--- src/rtl/assert_macros.svh ---
// Assertion helpers shared by the RTL. Bodies are empty in synthesis builds.
`ifndef ASSERT_MACROS_SVH
`define ASSERT_MACROS_SVH

`ifndef SYNTHESIS

// Property holds at every clock edge outside reset
`define ASSERT_CLK(lbl, clk_sig, rst_sig, prop) \
  lbl: assert property (@(posedge clk_sig) disable iff (rst_sig) prop) \
    else $error("assertion failed");

// Condition never holds at a clock edge outside reset
`define ASSERT_NEVER(lbl, clk_sig, rst_sig, cond) \
  `ASSERT_CLK(lbl, clk_sig, rst_sig, !(cond))

`else

`define ASSERT_CLK(lbl, clk_sig, rst_sig, prop)
`define ASSERT_NEVER(lbl, clk_sig, rst_sig, cond)

`endif

`endif

--- src/rtl/kltl_ram.sv ---
`timescale 1ns / 1ps
// ----------------------------------------------------------------------------
// kltl_ram
// Generic simple dual-port RAM, one write and one registered read per cycle.
// ----------------------------------------------------------------------------
module kltl_ram #(
  parameter int WIDTH = 8,
  parameter int DEPTH = 16
) (
  input  logic                     clk,
  input  logic                     we,
  input  logic [$clog2(DEPTH)-1:0] waddr,
  input  logic [WIDTH-1:0]         wdata,
  input  logic [$clog2(DEPTH)-1:0] raddr,
  output logic [WIDTH-1:0]         rdata
);

  logic [WIDTH-1:0] mem [DEPTH];

  always_ff @(posedge clk) begin
    if (we) begin
      mem[waddr] <= wdata;
    end
    rdata <= mem[raddr];
  end

endmodule

--- config.mk ---
export PLATFORM = sky130hd
export DESIGN_NAME = kltl_ram
export DESIGN_NICKNAME = d
export VERILOG_FILES = /design/src/rtl/assert_macros.svh /design/src/rtl/kltl_ram.sv
export SDC_FILE = /design/constraint.sdc
export NUM_CORES = 1
export LEC_CHECK = 0
export BUFFER_PORTS_ARGS = -buffer_cell sky130_fd_sc_hd__buf_4
export CAP_MARGIN = 0
export CORE_MARGIN = 3
export CORE_UTILIZATION = 35
export CTS_CLUSTER_SIZE = 14
export DETAILED_ROUTE_END_ITERATION = 10
export SYNTH_ARGS = -nofsm -noshare
export SYNTH_HDL_FRONTEND = slang
export SYNTH_SLANG_ARGS = --single-unit
--- constraint.sdc ---
create_clock -name clk -period 1.8 [get_ports clk]
set_input_delay 0.18 -clock clk [delete_from_list [all_inputs] [get_ports clk]]
set_output_delay 0.18 -clock clk [all_outputs]
set_load 0.1 [all_outputs]
# == Yosys cells after proc, flatten, opt, wreduce, memory -nomap -nowiden ==
# Memories as Yosys holds them, arrays and structs flattened. A register that Yosys moved wholly into a read port is not among the register bits.
# Cells that the tools add are included.
# classes
n_mux,2
# op_table
cell,n
$mux 1,2
# word_totals
ff_bits,0
ram_bits,128
input_bits,18
out_inout_bits,8
word_cells,3
n_memories,1
# memory_table
memory,words,word_bits,rd,rd_clocked_by_memory_dff,write_ports,line,rtl
mem,16,8,1,1,1,kltl_ram.sv:18,logic [WIDTH-1:0] mem [DEPTH];

# == Depth between registers and ports, before layout ==
# logic_depth
word_depth,2
depth_mapped,5
depth_no_buf,3

# == Worst setup path before layout ==
# Ideal clock, no wire load.
# synth_path
kind,input-to-reg
startpoint,input port waddr[2]
endpoint,"memory mem[0][0], enable pin"
arrival_ps,1290
t_required_ps,1417
slack_ps,127
cell_stages,2
path_cell_list,or3b_2 > nor3_1
# synth_lines
item,line,rtl
start: declaration,kltl_ram.sv:12,"input logic [$clog2(DEPTH)-1:0] waddr,"
end: declaration,kltl_ram.sv:18,
# Straight into the memory's write port.

==> impl_metrics.yaml <==
worst_setup_path:
  crit_family: "multiplexers"
  crit_fanout: 1
  cp-start-kind: "flip-flop"
  crit_buf_inv: 0
  critPathMaxStageDelay_ns: 0.54
  crit_path_top_delay_cell: "mux4_1"
  arrival_ns: 1.67
  crit_chain: "mux4_1 -> a22oi_1 -> nand2_1"
  crit_path_end_kind: "flip-flop"
  worstSetupPathType: "reg2reg"
  cp.required_ns: 2.08
sta:
  relSlewSlack_pct: 72.4
  drv_slew: 0
  hold_viol_final: 0
  period_needed_ns: 1.39
  setup_viol: 0
  fin_hold_ws_ns: 0.0796
  timing.setup.tns_ns: 0
  clock_skew_ns: 0.00634
  tightest_slew_ns: 0.414
  max_freq_mhz: 721
  fin_crit_sh_pct: 77.0
  rsz0062_at_grt: "no"
detailed_routing:
  drt_iter0_markers: 171
  wl_um: 9470
  postRouteAntennaNets: 0
  dr.pass1.iters: 4
  via_count: 2426
  drcViolationCount: 0
  wl_per_cell_um: 19.7
  via_per_inst: 5.05
synth:
  post-synth-top-area-cell: "edfxtp_1"
  syn_avg_cell_area_um2: 22.5
  synthFlopType: "edfxtp_1"
  synth_nets: 247
  netlist_instances: 229
  yosys_warnings: 0
  ys_types: 19
  seq_area_frac_synth_pct: 77.8
  synth-edff-count: 128
  synth.top_cell.area_share_pct: 74.7
  synth_seq_cells: 136
  synth.most_common_cell: "edfxtp_1"
  synthArstFlopShare_pct: 0
  syn_area_um2: 5150
  synthTopCellsByArea: "edfxtp_1, mux4_2, mux4_1"
  synth.cells.most_frequent: "edfxtp_1, mux4_2, a22oi_1, mux4_1, nor2_1"
floorplanning:
  start_util_pct: 36.4
  die_area_um2: 16200
  die_y_um: 127
  boundaryPins: 26
  die_w_um: 127
  coreArea_um2: 14100
  rows: 43
finish:
  fillers: 1191
  num_antenna_cells: 0
  areaGrowthSynthToFinish_pct: 23.6
  final_layout_size_suffix_gt1_share_pct: 32.7
  finalNetCount: 305
placed_design:
  finalWeightedCongestion: 0.715
  placement.io_buffers: 25
  dp_hpwl_um: 6260
clock_tree:
  cts_setup_buffers: 0
  clkTransAtPathRegs_ns: 0.06
  cts_resized: 0
  insertion_delay_ns: 0.41
  ctsHoldBuffers: 0
  htree_num_levels: 4
  tritoncts: "done"
  numCtsBuffers: 17
  clockRootBuffer: "clkbuf_16"
  cts.sinks: 136
  cts_buffer_depth: 2
pwr:
  p_leak_nw: 2.18
  power_density_nw_per_um2: 1260
  peakVddDrop_mv: 0.697
  finalPower_mw: 8.04
global_route:
  antenna_found_initial: 0
  grt.total_usage_pct: 12.7
  grt_max_degree: 26
  grt_pass1_vias: 2582
  globalRoute.totalOverflow: 0
  grt_pass1_wl_um: 14900
min_path:
  holdCritPathClass: "in2reg"
run:
  drv_cap: 0
run_status:
  status: "complete, no violations"
path summary, 6_finish.rpt:
path / start / endpoint / slack [ns] / cells past startpoint
setup / recovery: mem[9][4]$_DFFE_PP_ / rdata[4]$_DFF_P_ / 0.41 / 3
hold / removal: wdata[5] / mem[3][5]$_DFFE_PP_ / 0.08 / 1
setup reg to reg: mem[9][4]$_DFFE_PP_ / rdata[4]$_DFF_P_ / 0.41 / 3
hold reg to reg: mem[4][2]$_DFFE_PP_ / rdata[2]$_DFF_P_ / 0.67 / 3
state kept, by name (all words and copies together) (netlist names):
register,cells
mem,128
rdata,8
kinds of logic after synthesis:
logic type | count (synthesis) | share of synthesized area (%)
compound gates | 16 | 2.33
simple gates | 35 | 3.18
mux | 32 | 15.0
flops | 136 | 77.8
buf+inv | 10 | 1.68
power by group:
part / internal (mW) / leakage [nW] / switching [mW]
sequential: 3.54 / 1.22 / 0.0220
clock: 2.73 / 0.331 / 1.23
combinational: 0.173 / 0.625 / 0.332
through the flow:
stage	utilization, %	cells	setup WS [ns]	cell area (um2)
after floorplan	-	229	0.127	5150
after global placement	40.1	448	0.208	5680
after detailed placement	40.1	448	0.173	5680
after CTS	45.0	480	0.392	6360
after global routing	45.0	480	0.358	6360
final	45.0	480	0.413	6360
area by class of cell:
class	count	area (um2)	area share, %
well taps	180	225	3.54
repair buffers	49	393	6.18
multi-input cells	83	1060	16.6
flip-flops and latches	136	4000	62.9
clock inverters	13	250	3.93
clock buffers	19	433	6.80
metal layers:
layer	GRT usage [%]	part of all wire, %	vias up
li1	-	-	1092
met5	0	0	-
met1	17.7	46	1259
met4	5.17	0.82	0
met2	18.8	48	68
met3	3.93	5.4	7
worst reg2reg max path, stage by stage (launching register included):
cell      delay, ns
edfxtp_1       0.36
mux4_1         0.54
a22oi_1        0.25
nand2_1        0.11
placed cells by master, fill, tap and decap left out, drive strengths merged:
cell type,instances
edfxtp,128
buf,49
mux4,32
clkbuf,19
a22oi,16
nor2,13
nand2,9
dfxtp,8
bufinv,7
clkinv,5
nor3,4
nand3b,2
nand2b,2
nor2b,1
and2,1
and2b,1
nand3,1
or3b,1
clkinvlp,1
(Power assumes the default switching activity.)
